[src/sv/csh_pkg.sv]
`timescale 1ns / 1ps
// ----------------------------------------------------------------------------
// csh_pkg
// Shared types and constants of the closest sphere hit block.
// ----------------------------------------------------------------------------
package csh_pkg;

   localparam int MAX_SPHERES = 256;
   localparam int CNT_W = $clog2(MAX_SPHERES);

   localparam int CSR_ADDR_W = 3;
   localparam logic [30:0] MIN_DISTANCE_RESET = 31'd6554;
   localparam logic REG_MIN_DISTANCE = 1'b0;

   localparam int QUEUE_DEPTH = 2;
   localparam int QPTR_W = $clog2(QUEUE_DEPTH);

   typedef enum logic {
      KIND_RAY = 1'b0,
      KIND_SPHERE = 1'b1
   } kind_type;

   typedef struct packed {
      kind_type kind;
      logic signed [31:0] a_x;
      logic signed [31:0] a_y;
      logic signed [31:0] a_z;
      logic signed [17:0] b_x;
      logic signed [17:0] b_y;
      logic signed [17:0] b_z;
      logic [30:0] sphere_radius;
      logic [30:0] start_distance;
      logic last;
   } item_type;

   typedef struct packed {
      logic valid;
      item_type item;
   } queue_head_type;

   typedef enum logic [2:0] {
      ST_IDLE,
      ST_DIFF,
      ST_CALC,
      ST_CHECK,
      ST_SQRT,
      ST_UPDATE,
      ST_OUT
   } state_type;

   localparam logic [3:0] STEP_BSAT = 4'd3;
   localparam logic [3:0] STEP_BB = 4'd4;
   localparam logic [3:0] STEP_RR = 4'd5;
   localparam logic [3:0] STEP_LAST = 4'd8;

endpackage

[src/sv/csh_req_if.sv]
`timescale 1ns / 1ps
// ----------------------------------------------------------------------------
// csh_req_if
// Input channel: ray and sphere items.
// ----------------------------------------------------------------------------
interface csh_req_if;
   logic valid;
   logic ready;
   logic op;
   logic signed [31:0] a_x;
   logic signed [31:0] a_y;
   logic signed [31:0] a_z;
   logic signed [17:0] b_x;
   logic signed [17:0] b_y;
   logic signed [17:0] b_z;
   logic [30:0] sphere_radius;
   logic [30:0] start_distance;
   logic last;

   modport source (output valid, op, a_x, a_y, a_z, b_x, b_y, b_z, sphere_radius,
                   start_distance, last, input ready);
   modport sink (input valid, op, a_x, a_y, a_z, b_x, b_y, b_z, sphere_radius,
                 start_distance, last, output ready);
endinterface

[src/sv/csh_front.sv]
`timescale 1ns / 1ps
// ----------------------------------------------------------------------------
// csh_front
// Accepts items, tags them as ray or sphere and holds them in a short queue.
// ----------------------------------------------------------------------------
module csh_front
   import csh_pkg::*;
(
   input logic clock,
   input logic reset,
   csh_req_if.sink req,
   output queue_head_type head,
   input logic pop
);

   item_type q_ff [QUEUE_DEPTH];
   logic [QPTR_W-1:0] wr_ptr_ff, wr_ptr_in;
   logic [QPTR_W-1:0] rd_ptr_ff, rd_ptr_in;
   logic [QPTR_W:0] count_ff, count_in;
   item_type new_item;
   logic push;
   logic do_pop;

   always_comb begin
      new_item.kind = req.op ? KIND_SPHERE : KIND_RAY;
      new_item.a_x = req.a_x;
      new_item.a_y = req.a_y;
      new_item.a_z = req.a_z;
      new_item.b_x = req.b_x;
      new_item.b_y = req.b_y;
      new_item.b_z = req.b_z;
      new_item.sphere_radius = req.sphere_radius;
      new_item.start_distance = req.start_distance;
      new_item.last = req.last;
   end

   assign req.ready = (count_ff != (QPTR_W+1)'(QUEUE_DEPTH));
   assign push = req.valid && req.ready;
   assign do_pop = pop && (count_ff != '0);
   assign head.valid = (count_ff != '0);
   assign head.item = q_ff[rd_ptr_ff];

   always_comb begin
      wr_ptr_in = push ? QPTR_W'(wr_ptr_ff + 1'b1) : wr_ptr_ff;
      rd_ptr_in = do_pop ? QPTR_W'(rd_ptr_ff + 1'b1) : rd_ptr_ff;
      count_in = count_ff;
      if (push && !do_pop) begin
         count_in = count_ff + 1'b1;
      end else if (!push && do_pop) begin
         count_in = count_ff - 1'b1;
      end
   end

   always_ff @(posedge clock) begin
      if (reset) begin
         wr_ptr_ff <= '0;
         rd_ptr_ff <= '0;
         count_ff <= '0;
      end else begin
         wr_ptr_ff <= wr_ptr_in;
         rd_ptr_ff <= rd_ptr_in;
         count_ff <= count_in;
      end
   end

   always_ff @(posedge clock) begin
      if (push) begin
         q_ff[wr_ptr_ff] <= new_item;
      end
   end

endmodule

[src/flat_wrapper.sv]
// flat-port wrapper written by rule: the top's interface ports become plain ports
module csh_front_flat import csh_pkg::*;
  (clock, reset, head, pop, req_valid, req_op, req_a_x, req_a_y, req_a_z, req_b_x, req_b_y, req_b_z, req_sphere_radius, req_start_distance, req_last, req_ready);
  csh_req_if req_i ();
  input logic clock;
  input logic reset;
  output queue_head_type head;
  input logic pop;
  input wire logic [$bits(req_i.valid)-1:0] req_valid;
  input wire logic [$bits(req_i.op)-1:0] req_op;
  input wire logic [$bits(req_i.a_x)-1:0] req_a_x;
  input wire logic [$bits(req_i.a_y)-1:0] req_a_y;
  input wire logic [$bits(req_i.a_z)-1:0] req_a_z;
  input wire logic [$bits(req_i.b_x)-1:0] req_b_x;
  input wire logic [$bits(req_i.b_y)-1:0] req_b_y;
  input wire logic [$bits(req_i.b_z)-1:0] req_b_z;
  input wire logic [$bits(req_i.sphere_radius)-1:0] req_sphere_radius;
  input wire logic [$bits(req_i.start_distance)-1:0] req_start_distance;
  input wire logic [$bits(req_i.last)-1:0] req_last;
  output wire logic [$bits(req_i.ready)-1:0] req_ready;
  assign req_i.valid = req_valid;
  assign req_i.op = req_op;
  assign req_i.a_x = req_a_x;
  assign req_i.a_y = req_a_y;
  assign req_i.a_z = req_a_z;
  assign req_i.b_x = req_b_x;
  assign req_i.b_y = req_b_y;
  assign req_i.b_z = req_b_z;
  assign req_i.sphere_radius = req_sphere_radius;
  assign req_i.start_distance = req_start_distance;
  assign req_i.last = req_last;
  assign req_ready = req_i.ready;
  csh_front u_core (.clock(clock), .reset(reset), .req(req_i), .head(head), .pop(pop));
endmodule
[config.mk]
export PLATFORM = sky130hd
export DESIGN_NAME = csh_front_flat
export DESIGN_NICKNAME = d
export VERILOG_FILES = /design/src/sv/csh_pkg.sv /design/src/sv/csh_req_if.sv /design/src/sv/csh_front.sv /design/src/flat_wrapper.sv
export SDC_FILE = /design/constraint.sdc
export NUM_CORES = 1
export LEC_CHECK = 0
export ABC_AREA = 1
export BUFFER_PORTS_ARGS = -buffer_cell sky130_fd_sc_hd__buf_2
export CORE_MARGIN = 4
export CORE_UTILIZATION = 47
export DETAILED_ROUTE_END_ITERATION = 12
export PLACE_DENSITY = 0.82
export SYNTH_ARGS = -nofsm -noshare
export SYNTH_HDL_FRONTEND = slang
export SYNTH_SLANG_ARGS = --single-unit
[constraint.sdc]
create_clock -name clock -period 12.7 [get_ports clock]
set_clock_uncertainty 0.15 [all_clocks]
set_input_delay 2.54 -clock clock [delete_from_list [all_inputs] [get_ports clock]]
set_output_delay 2.54 -clock clock [all_outputs]
set_load 0.01 [all_outputs]
; ---- Yosys cells after proc, flatten, opt, wreduce, memory -nomap -nowiden
; Memory sizes are Yosys's and may differ from the RTL's. A register that Yosys moved wholly into a read port is not among the register bits.
; Index checks and enable logic that the tools add are counted.
; W data, S select, Z words.
[totals]
register_bits = 4
mem_bits_rw = 428
out_inout_bits = 216
mem_count = 1
elab_cells = 24
inputBits = 218
[op_classes]
addsub = 4
eq_ne = 1
muxes = 7
n_reduce_logical = 8
[memory_table]
columns = memory, depth, word_bits, read_ports, rd_ports_with_merged_regs, write_ports, line_no
row1 = u_core.q_ff, 2, 214, 1, 1, 1, csh_front.sv:16  ; item_type q_ff [QUEUE_DEPTH];
[op_table]
columns = cell, n
row1 = $mux W1, 5
row2 = $logic_and A1 B1 Y1, 4
row3 = $mux W2, 2
row4 = $reduce_bool A2 Y1, 2
row5 = $add A1 B1 Y1 const B, 2
row6 = $add A2 B1 Y2 const B, 1
row7 = $logic_not A1 Y1, 2
row8 = $ne A2 B2 Y1 const B, 1
row9 = $sub A2 B1 Y2 const B, 1

; ---- Longest topological paths before layout
[depth]
ltp_word = 6
mapped_depth = 11

; ---- Worst setup path before layout
; No wires, ideal clock.
[synth_path]
kind = input-to-reg
from = in req_valid
to = mem u_core.q_ff[0][0] (netlist name) (enable)
cell_stages = 2
slack_ps = 257
arrival_time_ps = 11501
path_buffers = 0
cell_sequence = nand2_1 nor2_1
[synth_between]
elab_chain_cells = 3
[synth_lines]
columns = element, line_no
row1 = from (decl), flat_wrapper.sv:9  ; input wire logic [$bits(req_i.valid)-1:0] req_valid;
row2 = $logic_and A1 B1 Y1, csh_front.sv:38  ; assign push = req.valid && req.ready;
row3 = $mux W1, csh_front.sv:67  ; if (push) begin
row4 = $mux W1 (not written as such), csh_front.sv:68  ; q_ff[wr_ptr_ff] <= new_item;
row5 = to (decl), csh_front.sv:16
; No other way between the ends.

==> results.sh <==
export IMPL_tns_ps=0
export IMPL_synthCells=703
export IMPL_hold_viol=0
export IMPL_cts_tree="done"
export IMPL_gp_congestion=0.8026
export IMPL_critical_path_slowest_cell="buf_4"
export IMPL_startpoint_type="flip-flop"
export IMPL_grt_pass1_wl_um=50120
export IMPL_crit_type="flip-flop to output port"
export IMPL_p_int_mw=2.913
export IMPL_cp_common_cell="buf_4"
export IMPL_layout_drive_gt1_share_pct=59.35
export IMPL_grt_pass1_vias=8760
export IMPL_cap_violations=0
export IMPL_ctsResizeCount=0
export IMPL_switching_share_pct=26.09
export IMPL_synth_compound_area_share_pct=0.1225
export IMPL_dieHeight_um=194.5
export IMPL_p_leak_nw=7.827
export IMPL_total_power_mw=3.941
export IMPL_reg2reg_slack_ps=9210
export IMPL_fmax_mhz=156.5
export IMPL_dp_cells=1575
export IMPL_pin_count=434
export IMPL_pwr_share_clk_pct=28.5
export IMPL_maxSlewViolCount=0
export IMPL_port_buffers=433
export IMPL_worstRegToRegCells=6
export IMPL_clkTransAtPathRegs_ps=60
export IMPL_detailed_place_hpwl_um=23360
export IMPL_grt_max_degree=147
export IMPL_hold_path_cell_count=2
export IMPL_synthAdderAreaFrac_pct=0.07657
export IMPL_htreeDepth=2
export IMPL_min_to="u_core.rd_ptr_ff$_SDFFE_PP0P_"
export IMPL_status="complete, no violations"
export IMPL_cts_setup_buffers=0
export IMPL_cts_made_buffers=42
export IMPL_totalWireLength_um=33550
export IMPL_final_min_clock_period_ps=6392
export IMPL_p_comb_share_pct=23.9
export IMPL_rsz0062_at_grt="false"
export IMPL_syn_nets=922
export IMPL_drtPass1Iterations=4
export IMPL_die_x_um=194.5
export IMPL_drtIter0Drc=472
export IMPL_synth_top_family_by_area="multiplexers"
export IMPL_worstPathArrival_ps=3700
export IMPL_setup_viol=0
export IMPL_path_delay_family="buffers and inverters"
export IMPL_clock_latency_ps=530
export IMPL_grtUsageTotal_pct=16.89
export IMPL_drc=0
export IMPL_worst_slew_pin_slew_ps=1073
export IMPL_max_stage_delay_ps=900
export IMPL_fin_cells=1655
export IMPL_hold_start="u_core.rd_ptr_ff$_SDFFE_PP0P_"
export IMPL_core_area_um2=34460
export IMPL_crit_chain="buf_4 > buf_4 > mux2_4 > buf_2"
export IMPL_relSlewSlack_pct=28.46
export IMPL_reg2reg_to="u_core.q_ff[0][89]$_DFFE_PP_"
export IMPL_regArea_um2=12960
export IMPL_ys_types=14
export IMPL_timing_rr_start="u_core.count_ff[0]$_SDFFE_PP0P_"
export IMPL_ant_nets=0
export IMPL_synth_seq_cells=433
export IMPL_cts_path_max_buffers=3
export IMPL_fin_nets=1383
export IMPL_numClockSinks=433
export IMPL_synthToLayoutAreaGrowth_pct=23.54
export IMPL_switching_power_mw=1.028
export IMPL_fill_cells=2523
export IMPL_final_cell_mix="buf_2 (433), edfxtp_1 (428), mux2_4 (160), mux2_2 (54), clkbuf_16 (45)"
export IMPL_synthXorXnorAreaFrac_pct=0
export IMPL_path_max_fanout=57
export IMPL_antenna_found_initial=11
export IMPL_grt_overflow_total=0
export IMPL_die_area_um2=37810
export IMPL_viasPerCell=4.920
export IMPL_seq_power_share_pct=47.6
export IMPL_multi_input_area_um2=3134
export IMPL_cellPowerDensity_nw_per_um2=195.2
export IMPL_yosysSeqAreaShare_pct=79.26
export IMPL_yosys_area_share_simple_pct=0.4671
export IMPL_synthMuxAreaShare_pct=18.42
export IMPL_ir_drop_mv=0.1294
export IMPL_rows=68
export IMPL_synthesis_area_um2=16340
export IMPL_min_period_over_period_pct=50.33
export IMPL_required_ps=10010
export IMPL_num_vias=8142
export IMPL_critPathBufInv=3
export IMPL_yosys_warnings=0
export IMPL_cts_hold_buf=0
export IMPL_avgSynthCellArea_um2=23.24
export IMPL_initial_core_util_pct=47.42
export IMPL_wire_per_inst_um=20.27
export IMPL_ctsRootBufferMaster="clkbuf_16"
export IMPL_setup_worst_path_end_class="output port"
export IMPL_worstHoldPathType="flip-flop to flip-flop"
export IMPL_final_common_cell="buf_2"
[worst min-delay path: cells and delay by family (launching register included)]
family,cells,cell delay [ps]
flip-flops,1,330
AO/OA/AOI/OAI,1,50
AND/OR/NAND/NOR,1,80
[worst max path at each step]
stage              start                     endpoint  cells after the start
2_1_floorplan  req_valid  u_core.q_ff[0][0]$_DFFE_PP_                      2
6_report       flip-flop                     head[85]                      4
4_1_cts        flip-flop                     head[85]                      4
5_1_grt        flip-flop                     head[85]                      4
3_3_place_gp   flip-flop                     head[85]                      4
3_5_place_dp   flip-flop                     head[70]                      4
[registers in the layout (all words and copies together) (netlist names), named ones only]
signal            flops
u_core.wr_ptr_ff      1
u_core.count_ff       2
u_core.q_ff         428
u_core.rd_ptr_ff      1
[power groups by stage]
stage	registers, mW	logic, mW	clock network, mW
2_1_floorplan	1.95	0.645	0
3_3_place_gp	1.90	0.930	0
3_5_place_dp	1.91	0.950	0
4_1_cts	1.88	0.957	1.15
5_1_grt	1.89	1.00	1.22
6_report	1.88	0.942	1.12
[cell usage after synthesis]
| cell type | number | share of area [%] |
|---|---|---|
| o21ai_0 | 2 | 0.061 |
| dfxtp_1 | 5 | 0.61 |
| nand4_1 | 1 | 0.038 |
| nor2_1 | 7 | 0.16 |
| buf_6 | 19 | 1.3 |
| a21oi_1 | 2 | 0.061 |
| mux2_2 | 54 | 3.7 |
| nand3_1 | 2 | 0.061 |
| buf_2 | 5 | 0.15 |
| mux2_4 | 160 | 15 |
| inv_1 | 8 | 0.18 |
| nand2_1 | 9 | 0.21 |
| edfxtp_1 | 428 | 79 |
| ha_1 | 1 | 0.077 |
[logic make-up (layout without fill, tap and decap cells)]
logic type / Yosys count / in the layout
DFF: 433 / 433
muxes: 214 / 214
buffers and inverters: 32 / 522
and+or+nand+nor: 19 / 19
AOI/OAI and AO/OA: 4 / 4
adders and majority gates: 1 / 1
other: 0 / 7
[final cells by class]
type	instances	area share, %
diodes	7	0.08677
multi-input cells	238	15.53
clock buffers	60	5.857
inverters	8	0.1488
clock inverters	13	0.2851
repair buffers	441	11.09
flip-flops and latches	433	64.18
well taps	455	2.820
[per-layer routing]
metal	up-vias	GRT usage [%]	routed length, µm	share of wire [%]
met1	4005	19.72	12560	37
met2	344	29.51	17240	51
met4	8	5.677	957	2.9
li1	3717	-	-	-
met3	68	5.582	2747	8.2
met5	-	0	48	0.14
[stage by stage]
| stage | hold slack [ps] | worst slack [ps] | area [µm²] | util (%) |
|---|---|---|---|---|
| after global placement | 326.8 | 6947 | 18930 | 54.93 |
| final | 345.4 | 6308 | 20190 | 58.58 |
| after CTS | 350.4 | 6272 | 20170 | 58.53 |
| after detailed placement | 337.1 | 6856 | 18930 | 54.93 |
| after global routing | 386.3 | 6114 | 20180 | 58.58 |
| after floorplan | 314.5 | 256.9 | 16340 | - |
Power figures use the tool's default switching activity.
